==> src/sv/csma_pkg.sv <==
// shared types, codes and reset values of the slotted csma/ca node mac
`default_nettype none
package csma_pkg;

  localparam int MAX_FRAME_SLOTS = 32;

  localparam int CFG_IDX_W  = 3;
  localparam int CFG_DATA_W = 5;

  localparam logic [2:0] PH_IDLE    = 3'd0;
  localparam logic [2:0] PH_BACKOFF = 3'd1;
  localparam logic [2:0] PH_CCA1    = 3'd2;
  localparam logic [2:0] PH_CCA2    = 3'd3;
  localparam logic [2:0] PH_SEND    = 3'd4;
  localparam logic [2:0] PH_COLL    = 3'd5;

  localparam logic [1:0] CMP_NONE         = 2'd0;
  localparam logic [1:0] CMP_SENT         = 2'd1;
  localparam logic [1:0] CMP_DROP_BACKOFF = 2'd2;
  localparam logic [1:0] CMP_DROP_RETRY   = 2'd3;

  localparam logic [2:0] REG_MIN_BE     = 3'd0;
  localparam logic [2:0] REG_MAX_BE     = 3'd1;
  localparam logic [2:0] REG_MAX_STAGES = 3'd2;
  localparam logic [2:0] REG_MAX_RETRY  = 3'd3;
  localparam logic [2:0] REG_WAKE       = 3'd4;
  localparam logic [2:0] REG_QUEUE_LIM  = 3'd5;
  localparam logic [2:0] REG_DATA       = 3'd6;
  localparam logic [2:0] REG_ACK        = 3'd7;

  localparam logic [3:0] RST_MIN_BE     = 4'd2;
  localparam logic [3:0] RST_MAX_BE     = 4'd8;
  localparam logic [2:0] RST_MAX_STAGES = 3'd5;
  localparam logic [2:0] RST_MAX_RETRY  = 3'd2;
  localparam logic [3:0] RST_WAKE       = 4'd1;
  localparam logic [3:0] RST_QUEUE_LIM  = 4'd5;
  localparam logic [4:0] RST_DATA       = 5'd6;
  localparam logic [3:0] RST_ACK        = 4'd1;

  typedef struct packed {
    logic [3:0] min_backoff_exp;
    logic [3:0] max_backoff_exp;
    logic [2:0] max_backoff_stages;
    logic [2:0] max_retries;
    logic [3:0] wake_slots;
    logic [3:0] queue_limit;
    logic [4:0] data_slots;
    logic [3:0] ack_slots;
  } cfg_t;

  typedef struct packed {
    logic [3:0] packet_count;
    logic [2:0] phase;
    logic [3:0] wake_count;
    logic [7:0] slot_count;
    logic [2:0] stage;
    logic [2:0] retry;
  } mac_state_t;

endpackage
`default_nettype wire

==> src/sv/csma_if.sv <==
// valid/ready channel interfaces for slot words and result words
`default_nettype none
interface csma_in_if;
  logic       valid;
  logic       ready;
  logic       packet_arrival;
  logic       active_slot;
  logic       channel_idle;
  logic       other_starts;
  logic [7:0] random_bits;

  modport source (output valid, packet_arrival, active_slot, channel_idle, other_starts,
                  random_bits, input ready);
  modport sink (input valid, packet_arrival, active_slot, channel_idle, other_starts,
                random_bits, output ready);
endinterface

interface csma_out_if;
  logic       valid;
  logic       ready;
  logic [1:0] completion;
  logic       arrival_lost;
  logic [2:0] mac_phase;
  logic [3:0] queued_packets;
  logic       occupies_channel;
  logic [2:0] stage_now;
  logic [2:0] retry_now;

  modport source (output valid, completion, arrival_lost, mac_phase, queued_packets,
                  occupies_channel, stage_now, retry_now, input ready);
  modport sink (input valid, completion, arrival_lost, mac_phase, queued_packets,
                occupies_channel, stage_now, retry_now, output ready);
endinterface
`default_nettype wire

==> src/sv/slotted_csma_ca_node_mac.sv <==
// top level of the slotted csma/ca node mac: config, state, and result register
// Each input word is one backoff slot of the node. A word is taken in any cycle in
// which the result register is empty or its word is being taken, so the block runs
// at one slot per clock; the result word of a slot appears in the cycle after the slot
// word is accepted. The whole per-slot update (queue count, wake delay, backoff draw,
// cca, frame write into the FRAME_SLOTS-bit occupancy shift register) is one
// pass of logic from the state registers to the next state and result register.
// Configuration writes take effect at the next slot and belong in idle periods.
`default_nettype none
module slotted_csma_ca_node_mac #(
  parameter int FRAME_SLOTS = csma_pkg::MAX_FRAME_SLOTS
) (
  input  logic                            clk,
  input  logic                            rst_n,
  csma_in_if.sink                         in_ch,
  csma_out_if.source                      out_ch,
  input  logic                            cfg_we,
  input  logic [csma_pkg::CFG_IDX_W-1:0]  cfg_idx,
  input  logic [csma_pkg::CFG_DATA_W-1:0] cfg_wdata
);

  csma_pkg::cfg_t         cfg_r;
  csma_pkg::mac_state_t   state_r;
  csma_pkg::mac_state_t   state_nxt;
  logic [FRAME_SLOTS-1:0] occ_r;
  logic [FRAME_SLOTS-1:0] occ_nxt;
  logic [1:0]             completion_nxt;
  logic                   lost_nxt;
  logic                   in_take;

  logic                   out_valid_r;
  logic [1:0]             completion_r;
  logic                   lost_r;
  logic [2:0]             phase_r;
  logic [3:0]             queued_r;
  logic                   occupies_r;
  logic [2:0]             stage_r;
  logic [2:0]             retry_r;

  assign in_ch.ready = !out_valid_r || out_ch.ready;
  assign in_take     = in_ch.valid && in_ch.ready;

  csma_step #(
    .FRAME_SLOTS(FRAME_SLOTS)
  ) u_step (
    .cfg           (cfg_r),
    .state_cur     (state_r),
    .occ_cur       (occ_r),
    .packet_arrival(in_ch.packet_arrival),
    .active_slot   (in_ch.active_slot),
    .channel_idle  (in_ch.channel_idle),
    .other_starts  (in_ch.other_starts),
    .random_bits   (in_ch.random_bits),
    .state_nxt     (state_nxt),
    .occ_nxt       (occ_nxt),
    .completion    (completion_nxt),
    .arrival_lost  (lost_nxt)
  );

  always_ff @(posedge clk) begin
    if (!rst_n) begin
      cfg_r.min_backoff_exp    <= csma_pkg::RST_MIN_BE;
      cfg_r.max_backoff_exp    <= csma_pkg::RST_MAX_BE;
      cfg_r.max_backoff_stages <= csma_pkg::RST_MAX_STAGES;
      cfg_r.max_retries        <= csma_pkg::RST_MAX_RETRY;
      cfg_r.wake_slots         <= csma_pkg::RST_WAKE;
      cfg_r.queue_limit        <= csma_pkg::RST_QUEUE_LIM;
      cfg_r.data_slots         <= csma_pkg::RST_DATA;
      cfg_r.ack_slots          <= csma_pkg::RST_ACK;
    end else if (cfg_we) begin
      case (cfg_idx)
        csma_pkg::REG_MIN_BE:     cfg_r.min_backoff_exp    <= cfg_wdata[3:0];
        csma_pkg::REG_MAX_BE:     cfg_r.max_backoff_exp    <= cfg_wdata[3:0];
        csma_pkg::REG_MAX_STAGES: cfg_r.max_backoff_stages <= cfg_wdata[2:0];
        csma_pkg::REG_MAX_RETRY:  cfg_r.max_retries        <= cfg_wdata[2:0];
        csma_pkg::REG_WAKE:       cfg_r.wake_slots         <= cfg_wdata[3:0];
        csma_pkg::REG_QUEUE_LIM:  cfg_r.queue_limit        <= cfg_wdata[3:0];
        csma_pkg::REG_DATA:       cfg_r.data_slots         <= cfg_wdata[4:0];
        csma_pkg::REG_ACK:        cfg_r.ack_slots          <= cfg_wdata[3:0];
        default: ;
      endcase
    end
  end

  always_ff @(posedge clk) begin
    if (!rst_n) begin
      state_r.packet_count <= 4'd0;
      state_r.phase        <= csma_pkg::PH_IDLE;
      state_r.wake_count   <= 4'd0;
      state_r.slot_count   <= 8'd0;
      state_r.stage        <= 3'd0;
      state_r.retry        <= 3'd0;
      occ_r                <= '0;
    end else if (in_take) begin
      state_r <= state_nxt;
      occ_r   <= occ_nxt;
    end
  end

  always_ff @(posedge clk) begin
    if (!rst_n) begin
      out_valid_r <= 1'b0;
    end else if (in_take) begin
      out_valid_r <= 1'b1;
    end else if (out_ch.ready) begin
      out_valid_r <= 1'b0;
    end
  end

  always_ff @(posedge clk) begin
    if (in_take) begin
      completion_r <= completion_nxt;
      lost_r       <= lost_nxt;
      phase_r      <= state_nxt.phase;
      queued_r     <= state_nxt.packet_count;
      occupies_r   <= occ_nxt[0];
      stage_r      <= state_nxt.stage;
      retry_r      <= state_nxt.retry;
    end
  end

  assign out_ch.valid            = out_valid_r;
  assign out_ch.completion       = completion_r;
  assign out_ch.arrival_lost     = lost_r;
  assign out_ch.mac_phase        = phase_r;
  assign out_ch.queued_packets   = queued_r;
  assign out_ch.occupies_channel = occupies_r;
  assign out_ch.stage_now        = stage_r;
  assign out_ch.retry_now        = retry_r;

  a_take_loads_result: assert property (@(posedge clk) disable iff (!rst_n)
    in_take |=> out_valid_r)
    else $error("accepted slot word did not load the result register");

  a_no_overwrite: assert property (@(posedge clk) disable iff (!rst_n)
    (out_valid_r && !out_ch.ready) |-> !in_ch.ready)
    else $error("slot word accepted while result word stalled");

  a_idle_clean: assert property (@(posedge clk) disable iff (!rst_n)
    (state_r.phase == csma_pkg::PH_IDLE) |-> (state_r.stage == 3'd0 && state_r.retry == 3'd0))
    else $error("idle phase with nonzero stage or retry");

  a_empty_finish_idle: assert property (@(posedge clk) disable iff (!rst_n)
    (out_valid_r && completion_r != csma_pkg::CMP_NONE && queued_r == 4'd0)
      |-> (phase_r == csma_pkg::PH_IDLE))
    else $error("finished last packet but not idle");

endmodule
`default_nettype wire

==> src/sv/csma_step.sv <==
// per-slot next-state logic of the mac: queue, backoff, cca, frame and occupancy
`default_nettype none
module csma_step #(
  parameter int FRAME_SLOTS = csma_pkg::MAX_FRAME_SLOTS
) (
  input  csma_pkg::cfg_t       cfg,
  input  csma_pkg::mac_state_t state_cur,
  input  logic [FRAME_SLOTS-1:0] occ_cur,
  input  logic                 packet_arrival,
  input  logic                 active_slot,
  input  logic                 channel_idle,
  input  logic                 other_starts,
  input  logic [7:0]           random_bits,
  output csma_pkg::mac_state_t state_nxt,
  output logic [FRAME_SLOTS-1:0] occ_nxt,
  output logic [1:0]           completion,
  output logic                 arrival_lost
);

  function automatic csma_pkg::mac_state_t draw(csma_pkg::mac_state_t s,
                                                csma_pkg::cfg_t c, logic [7:0] rnd);
    logic [4:0] be;
    logic [7:0] mask;
    be = 5'(c.min_backoff_exp) + 5'(s.stage);
    if (be > {1'b0, c.max_backoff_exp}) be = {1'b0, c.max_backoff_exp};
    if (be > 5'd8) be = 5'd8;
    mask = 8'((9'd1 << be[3:0]) - 9'd1);
    s.slot_count = rnd & mask;
    s.phase = (s.slot_count != 8'd0) ? csma_pkg::PH_BACKOFF : csma_pkg::PH_CCA1;
    return s;
  endfunction

  function automatic csma_pkg::mac_state_t start_access(csma_pkg::mac_state_t s,
                                                        csma_pkg::cfg_t c, logic [7:0] rnd);
    s.stage = 3'd0;
    s.retry = 3'd0;
    return draw(s, c, rnd);
  endfunction

  function automatic csma_pkg::mac_state_t finish(csma_pkg::mac_state_t s,
                                                  csma_pkg::cfg_t c, logic [7:0] rnd);
    if (s.packet_count != 4'd0) s.packet_count = s.packet_count - 4'd1;
    if (s.packet_count != 4'd0) begin
      s = start_access(s, c, rnd);
    end else begin
      s.phase      = csma_pkg::PH_IDLE;
      s.wake_count = 4'd0;
      s.stage      = 3'd0;
      s.retry      = 3'd0;
      s.slot_count = 8'd0;
    end
    return s;
  endfunction

  logic                   busy;
  logic                   start_frame;
  logic [3:0]             ws;
  logic [6:0]             last;
  logic [FRAME_SLOTS-1:0] occ_w;

  assign busy = !channel_idle || occ_cur[0];
  assign ws   = (cfg.wake_slots == 4'd0) ? 4'd1 : cfg.wake_slots;
  assign last = 7'(cfg.data_slots) + 7'(cfg.ack_slots) + 7'd1;

  always_comb begin
    state_nxt    = state_cur;
    completion   = csma_pkg::CMP_NONE;
    arrival_lost = 1'b0;
    start_frame  = 1'b0;
    occ_w        = occ_cur;
    occ_nxt      = occ_cur;

    if (packet_arrival) begin
      if (state_nxt.packet_count < cfg.queue_limit) begin
        state_nxt.packet_count = state_nxt.packet_count + 4'd1;
      end else begin
        arrival_lost = 1'b1;
      end
    end

    if (active_slot) begin
      case (state_cur.phase)
        csma_pkg::PH_BACKOFF: begin
          if (state_nxt.slot_count != 8'd0) state_nxt.slot_count = state_nxt.slot_count - 8'd1;
          if (state_nxt.slot_count == 8'd0) state_nxt.phase = csma_pkg::PH_CCA1;
        end
        csma_pkg::PH_CCA1, csma_pkg::PH_CCA2: begin
          if (!busy) begin
            if (state_cur.phase == csma_pkg::PH_CCA1) begin
              state_nxt.phase = csma_pkg::PH_CCA2;
            end else begin
              start_frame = 1'b1;
            end
          end else if (state_nxt.stage < cfg.max_backoff_stages) begin
            state_nxt.stage = state_nxt.stage + 3'd1;
            state_nxt = draw(state_nxt, cfg, random_bits);
          end else begin
            state_nxt  = finish(state_nxt, cfg, random_bits);
            completion = csma_pkg::CMP_DROP_BACKOFF;
          end
        end
        csma_pkg::PH_SEND: begin
          if (state_nxt.slot_count > 8'd1) begin
            state_nxt.slot_count = state_nxt.slot_count - 8'd1;
          end else begin
            state_nxt  = finish(state_nxt, cfg, random_bits);
            completion = csma_pkg::CMP_SENT;
          end
        end
        csma_pkg::PH_COLL: begin
          if (state_nxt.slot_count > 8'd1) begin
            state_nxt.slot_count = state_nxt.slot_count - 8'd1;
          end else if (state_nxt.retry < cfg.max_retries) begin
            state_nxt.retry = state_nxt.retry + 3'd1;
            state_nxt.stage = 3'd0;
            state_nxt = draw(state_nxt, cfg, random_bits);
          end else begin
            state_nxt  = finish(state_nxt, cfg, random_bits);
            completion = csma_pkg::CMP_DROP_RETRY;
          end
        end
        default: begin
          state_nxt.phase      = csma_pkg::PH_IDLE;
          state_nxt.wake_count = state_nxt.wake_count + 4'd1;
          if (state_nxt.wake_count >= ws) begin
            state_nxt.wake_count = 4'd0;
            if (state_nxt.packet_count != 4'd0) begin
              state_nxt = start_access(state_nxt, cfg, random_bits);
            end
          end
        end
      endcase

      if (start_frame) begin
        state_nxt.phase      = other_starts ? csma_pkg::PH_COLL : csma_pkg::PH_SEND;
        state_nxt.slot_count = 8'(last);
        // data slots set, one gap slot, then ack window only on success
        for (int p = 1; p < FRAME_SLOTS; p++) begin
          if (7'(p) <= last) begin
            if (7'(p) <= 7'(cfg.data_slots)) begin
              occ_w[p] = 1'b1;
            end else if (7'(p) == 7'(cfg.data_slots) + 7'd1) begin
              occ_w[p] = 1'b0;
            end else begin
              occ_w[p] = !other_starts;
            end
          end
        end
      end
      occ_nxt = occ_w >> 1;
    end
  end

endmodule
`default_nettype wire
==> src/flat_wrapper.sv <==
// flat-port wrapper written by rule: the top's interface ports become plain ports
module slotted_csma_ca_node_mac_flat 
#(
  parameter int FRAME_SLOTS = csma_pkg::MAX_FRAME_SLOTS
)
  (clk, rst_n, cfg_we, cfg_idx, cfg_wdata, in_ch_valid, in_ch_packet_arrival, in_ch_active_slot, in_ch_channel_idle, in_ch_other_starts, in_ch_random_bits, in_ch_ready, out_ch_valid, out_ch_completion, out_ch_arrival_lost, out_ch_mac_phase, out_ch_queued_packets, out_ch_occupies_channel, out_ch_stage_now, out_ch_retry_now, out_ch_ready);
  csma_in_if in_ch_i ();
  csma_out_if out_ch_i ();
  input  logic clk;
  input  logic rst_n;
  input  logic cfg_we;
  input  logic [csma_pkg::CFG_IDX_W-1:0] cfg_idx;
  input  logic [csma_pkg::CFG_DATA_W-1:0] cfg_wdata;
  input wire logic [$bits(in_ch_i.valid)-1:0] in_ch_valid;
  input wire logic [$bits(in_ch_i.packet_arrival)-1:0] in_ch_packet_arrival;
  input wire logic [$bits(in_ch_i.active_slot)-1:0] in_ch_active_slot;
  input wire logic [$bits(in_ch_i.channel_idle)-1:0] in_ch_channel_idle;
  input wire logic [$bits(in_ch_i.other_starts)-1:0] in_ch_other_starts;
  input wire logic [$bits(in_ch_i.random_bits)-1:0] in_ch_random_bits;
  output wire logic [$bits(in_ch_i.ready)-1:0] in_ch_ready;
  output wire logic [$bits(out_ch_i.valid)-1:0] out_ch_valid;
  output wire logic [$bits(out_ch_i.completion)-1:0] out_ch_completion;
  output wire logic [$bits(out_ch_i.arrival_lost)-1:0] out_ch_arrival_lost;
  output wire logic [$bits(out_ch_i.mac_phase)-1:0] out_ch_mac_phase;
  output wire logic [$bits(out_ch_i.queued_packets)-1:0] out_ch_queued_packets;
  output wire logic [$bits(out_ch_i.occupies_channel)-1:0] out_ch_occupies_channel;
  output wire logic [$bits(out_ch_i.stage_now)-1:0] out_ch_stage_now;
  output wire logic [$bits(out_ch_i.retry_now)-1:0] out_ch_retry_now;
  input wire logic [$bits(out_ch_i.ready)-1:0] out_ch_ready;
  assign in_ch_i.valid = in_ch_valid;
  assign in_ch_i.packet_arrival = in_ch_packet_arrival;
  assign in_ch_i.active_slot = in_ch_active_slot;
  assign in_ch_i.channel_idle = in_ch_channel_idle;
  assign in_ch_i.other_starts = in_ch_other_starts;
  assign in_ch_i.random_bits = in_ch_random_bits;
  assign in_ch_ready = in_ch_i.ready;
  assign out_ch_valid = out_ch_i.valid;
  assign out_ch_completion = out_ch_i.completion;
  assign out_ch_arrival_lost = out_ch_i.arrival_lost;
  assign out_ch_mac_phase = out_ch_i.mac_phase;
  assign out_ch_queued_packets = out_ch_i.queued_packets;
  assign out_ch_occupies_channel = out_ch_i.occupies_channel;
  assign out_ch_stage_now = out_ch_i.stage_now;
  assign out_ch_retry_now = out_ch_i.retry_now;
  assign out_ch_i.ready = out_ch_ready;
  slotted_csma_ca_node_mac #(.FRAME_SLOTS(FRAME_SLOTS)) u_core (.clk(clk), .rst_n(rst_n), .in_ch(in_ch_i), .out_ch(out_ch_i), .cfg_we(cfg_we), .cfg_idx(cfg_idx), .cfg_wdata(cfg_wdata));
endmodule
==> config.mk <==
export PLATFORM = sky130hd
export DESIGN_NAME = slotted_csma_ca_node_mac_flat
export DESIGN_NICKNAME = d
export VERILOG_FILES = /design/src/sv/csma_pkg.sv /design/src/sv/csma_if.sv /design/src/sv/slotted_csma_ca_node_mac.sv /design/src/sv/csma_step.sv /design/src/flat_wrapper.sv
export SDC_FILE = /design/constraint.sdc
export NUM_CORES = 1
export LEC_CHECK = 0
export ABC_AREA = 1
export BUFFER_PORTS_ARGS = -buffer_cell sky130_fd_sc_hd__buf_2
export CAP_MARGIN = 10
export CORE_UTILIZATION = 55
export DETAILED_ROUTE_END_ITERATION = 8
export HOLD_SLACK_MARGIN = 0.03
export PLACE_DENSITY = 0.73
export SLEW_MARGIN = 25
export SYNTH_ARGS = -nofsm -noshare
export SYNTH_HDL_FRONTEND = slang
export SYNTH_SLANG_ARGS = --single-unit
==> constraint.sdc <==
create_clock -name clk -period 6 [get_ports clk]
set_clock_uncertainty 0.1 [all_clocks]
set_input_delay 0.3 -clock clk [delete_from_list [all_inputs] [get_ports clk]]
set_output_delay 0.3 -clock clk [all_outputs]
set_load 0.005 [all_outputs]
== After elaboration in Yosys (flattened, before gate mapping) ==
Index checks and enable logic that the tools add are counted.
Storage, ports and cells
  register bits: 105
  input port bits: 25
Cells by class
  $add $sub $neg: 16
  bitwise logic cells: 7
  multiplexer cells: 219
  reduce and logical (&&, ||, !) cells: 36
  $lt $le $gt $ge: 75
  shifts and indexed selects: 6
  eq/ne operators: 52
Operator list (number)
  4-bit two-way mux: 49
  5-bit two-way mux: 27
  5-bit by 7-bit less-or-equal comparator with 1-bit output, first input constant: 16
  5-bit by 7-bit equality test with 1-bit output, first input constant: 15
  1-bit two-way mux: 103
  20-bit two-way mux: 5
  5-bit less-or-equal comparator, first input constant: 16
  25-bit two-way mux: 3
  4-bit by 7-bit equality test with 1-bit output, first input constant: 8
  4-bit by 7-bit less-or-equal comparator with 1-bit output, first input constant: 8
  8-bit nonzero test: 7
  8-bit by 1-bit subtractor with 8-bit output, second input constant: 7
  8-bit AND: 6
  8-bit two-way mux: 6
  1-bit by 4-bit << shifter with 8-bit output, first input constant: 6
  4-bit by 5-bit less-or-equal comparator with 1-bit output, first input constant: 8
  4-bit one-hot mux with 4 select lines: 2
  8-bit one-hot mux with 4 select lines: 1
  31-bit two-way mux: 1
  5-bit by 4-bit greater-than comparator with 1-bit output, second input constant: 6
  3-bit by 7-bit equality test with 1-bit output, first input constant: 4
  3-bit by 7-bit less-or-equal comparator with 1-bit output, first input constant: 4
  6-bit one-hot mux with 4 select lines: 1
  11-bit two-way mux: 2
  other kinds (47): 100

== Longest topological paths before layout ==
  word-level depth: 33
  mapped depth: 36
  depth with buffers taken out: 36

== Cells and area by module ==
A second synthesis with hierarchy kept.
Second synthesis, totals
  cell total of the unflattened synthesis: 1517
  area, all modules: 9185.1 µm²
Modules (own cells, without submodules)
  csma_step: cells each 1002, instances 1, area an instance 5068.6 µm², seq. area each 0.0 µm²
  slotted_csma_ca_node_mac: cells each 515, instances 1, area an instance 4116.4 µm², seq. area each 2292.2 µm²

== Least setup slack after synthesis ==
No wires, ideal clock.
  path kind: flip-flop to flip-flop
  start point: register u_core.state_r[4] (netlist bit)
  end point: register u_core.phase_r[1], in the netlist u_core.out_ch.mac_phase[1], data pin
  setup slack: 1.834 ns
  library setup time: 0.262 ns
  data arrival time: 3.804 ns
  buffers on the path: 0
  cell stages (with the launch flop): 30
  required time: 5.638 ns
  cells stage by stage: dfxtp_1 ha_1 inv_1 fa_1 xnor2_1 ha_1 a21oi_1 nand2_1 nand2_1 nand2_1 nand2_1 nand3_1 nand2_1 nand2_1 inv_2 nand3b_1 ha_1 or2_2 nand2_1 inv_1 nand2_1 nor2_1 nand2_1 nor2_1 nand3_1 nand2_1 o211ai_1 nand2_1 nand2_1 o21ai_0
RTL lines
  start: declaration: line slotted_csma_ca_node_mac.sv:23  | csma_pkg::mac_state_t state_r;
  start signal: assignment: line slotted_csma_ca_node_mac.sv:95  | state_r <= state_nxt;
  end signal: assignment: line slotted_csma_ca_node_mac.sv:114  | phase_r <= state_nxt.phase;
  end: declaration: line slotted_csma_ca_node_mac.sv:34  | logic [2:0] phase_r;

==> results.md <==
* Area leader, netlist: dfxtp_1
* Via/cell ratio at 5.83
* Reg2Reg Setup Slack at 1.32 ns
* Max_cap viols at 0
* Final Hold Viols at 0
* DRT Pass-1 Iters at 5
* Root Driver: clkbuf_16
* Count of final setup violators at 0
* Initial Util at 0.571
* Largest net degree at the start of global routing at 50
* Yosys warns at 0
* Worst-path fanout max at 6
* Setup Buffers After CTS at 0
* Hold Path End: u_core.cfg_r[8]$_SDFFE_PN0P_
* Synth top area share at 0.219
* Min cycle time layout at 4.68 ns
* Met3 wire len at 1.52 mm
* Netlist cell types at 63
* Metal1 wirelength at 10.6 mm
* Highest metal used: met4
* Sequential fraction of the synthesis area at 0.283
* Cell area after placement at 0.00836 sq mm
* Syn Nets at 1296
* Crit path DAT at 4.68 ns
* Peak Freq at 0.214 GHz
* Layout cells sized above 1 at 0.110
* Rows at 43
* Clock slew at the register clock pins of the worst setup and hold paths at 0.08 ns
* GRT Residual Overflow at 0
* Mapped cell area at 0.00804 sq mm
* Crit-path most repeated cell: nand2_1
* CORE AREA at 0.0141 sq mm
* Die W at 123 um
* Commonest non-fill, non-tap cell in the layout: nand2_1
* CP top delay family: simple AND/OR/NAND/NOR gates
* ANT nets after route at 0
* DR DRC count at 0
* First-pass GRT wire length at 38.3 mm
* Overall Global Routing Usage at 0.327
* Crit path buffers/inverters at 3
* Final instance area at 0.00867 sq mm
* Die Y at 123 um
* Synth Area per Inst at 6.53 sq um
* Hold WC Path Type: input pin to flip-flop
* Min-delay src: cfg_wdata[4]
* Worst setup margin at 1.32 ns
* Async S/R FF share, synth at 0
* Slowest-stage cell, CP: fa_1
* R2r startpoint: u_core.state_r[4]$_SDFFE_PN0P_
* Critical Path RT at 6.00 ns
* Status: completed
* Routed vias at 8405
* Most frequent cells in the layout: nand2_1 (263), inv_1 (175), a21oi_1 (128)
* Num CTS Buffers at 9
* Fin crit share at 0.780
* Starting DRT DRC Count at 719
* #FFs+latches synth at 105
* Initial antenna violation count at 0
* TritonCTS clock tree: done
* Pre-CTS setup slack at 1.40 ns
* Peak VDD IR at 0.158 mV
* Least-Margin Pin Slew at 0.915 ns
* Hold depth at 3
* Top post-synthesis cells by area: dfxtp_1 (22%), nand2_1 (12%), inv_1 (8.3%)
* Later-pin clock latency in the skew report at 0.36 ns
* Layout area overhead at 7.78%
* DP Wirelength at 18.1 mm
* CTS Buffer Depth at 2
* Sum Neg Setup Slack at 0 ns
* RSZ-0062 raised after global routing: false
* WL/cell at 16.7 um
* Number of synthesized flops with an enable pin at 17
* Post-CTS resize count at 0
* Pleak at 4.00 nW
* IO Pins at 44
* Post-Syn Instances at 1231
* Fin. max-slew vios at 0
* Startpoint types: flip-flop
* Reg2reg path depth at 29
* N_diodes at 0
* Ys flop type: dfxtp_1
* Fin nets at 1321
* Die area at 0.0151 sq mm
* Number of buffers added on ports at 43
* H-tree Lvls at 3
* R2R Path End: u_core.out_ch.mac_phase[1]$_DFFE_PP_
* Pwr per Cell Area at 247 mW/mm^2
* Vias in the first global route at 7489
* Critical Path End Type: flip-flop
* DR WL met2 at 11.2 mm
* Hold-fix buffers at CTS at 0
* Clk sinks at 105
* Slew HR at 0.390
* CP max stage delay at 0.46 ns
* Final wirelength at 24.0 mm
* RD Place Congestion at 1.02
* CP Class: flip-flop to flip-flop
per-stage QoR:
step | cells | power [W] | hold slack, ns | util
finish | 1441 | 0.00214 | 0.118 | 0.615
global route | 1441 | 0.00227 | 0.137 | 0.615
CTS | 1441 | 0.00214 | 0.111 | 0.615
detailed placement | 1425 | 0.00150 | 0.353 | 0.593
global placement | 1425 | 0.00150 | 0.350 | 0.593
floorplan | 1231 | 0.00132 | 0.329 | -
synthesized netlist by cell type, types with 12 or more instances:
master	n
o211ai_1	30
o21ai_1	16
dfxtp_1	88
nor2_1	112
o21ai_0	75
a21oi_1	128
nand4_1	19
clkbuf_1	23
nor3_1	13
nand2_2	18
nand3_1	72
inv_2	12
edfxtp_1	17
ha_1	38
inv_1	177
nand2_1	263
per-layer routing:
layer | track usage | vias to the layer above
met5 | 0 | -
met4 | 0.130 | 0
met3 | 0.0549 | 60
met2 | 0.546 | 317
met1 | 0.419 | 3843
li1 | - | 4185
kinds of logic after synthesis:
| logic type | count (synthesis) | synth area share |
|---|---|---|
| AND/OR/NAND/NOR | 537 | 0.301 |
| AO/OA/AOI/OAI | 310 | 0.228 |
| buffers and inverters | 227 | 0.111 |
| flip-flops | 105 | 0.283 |
| adder cells (fa/ha/maj) | 40 | 0.0641 |
| XOR/XNOR | 12 | 0.0131 |
worst max-delay path by stage:
stage / from / endpoint / slack (ns) / depth (start not counted)
floorplan: u_core.state_r[4]$_SDFFE_PN0P_ / u_core.out_ch.mac_phase[1]$_DFFE_PP_ / 1.83 / 29
global placement: u_core.state_r[4]$_SDFFE_PN0P_ / u_core.out_ch.mac_phase[1]$_DFFE_PP_ / 1.47 / 29
detailed placement: u_core.state_r[4]$_SDFFE_PN0P_ / u_core.out_ch.mac_phase[1]$_DFFE_PP_ / 1.40 / 29
CTS: u_core.state_r[4]$_SDFFE_PN0P_ / u_core.out_ch.mac_phase[1]$_DFFE_PP_ / 1.38 / 29
global route: u_core.state_r[4]$_SDFFE_PN0P_ / u_core.out_ch.mac_phase[1]$_DFFE_PP_ / 0.96 / 29
finish: u_core.state_r[4]$_SDFFE_PN0P_ / u_core.out_ch.mac_phase[1]$_DFFE_PP_ / 1.32 / 29
report_power, final:
part	internal [W]	switching, W	leakage (nW)
Combinational	0.000219	0.000505	2.96
Clock	0.000334	0.000307	0.154
Sequential	0.000753	0.0000282	0.886
tightest hold or removal path, delay by kind of cell:
kind            cells  cell delay [ns]
buf+inv             1             0.07
compound gates      2             0.17
flip-flops by register name, summed over array words and instances, names as in the netlist:
register	flops
u_core.out_ch.queued_packets	4
u_core.out_ch.stage_now	3
u_core.out_ch.arrival_lost	1
u_core.out_ch.completion	2
u_core.cfg_r	31
u_core.state_r	25
u_core.out_ch.valid	1
u_core.out_ch.occupies_channel	1
u_core.out_ch.mac_phase	3
u_core.out_ch.retry_now	3
u_core.occ_r	31
area by class of cell:
class,instances,area [sq um]
clock inverters,7,83.8
flip-flops and latches,105,2270
multi-input cells,899,4880
inverters,193,728
repair buffers,48,253
clock buffers,9,225
fillers,1414,5430
well taps,180,225
Note: power is estimated with default switching activity, not from simulation.
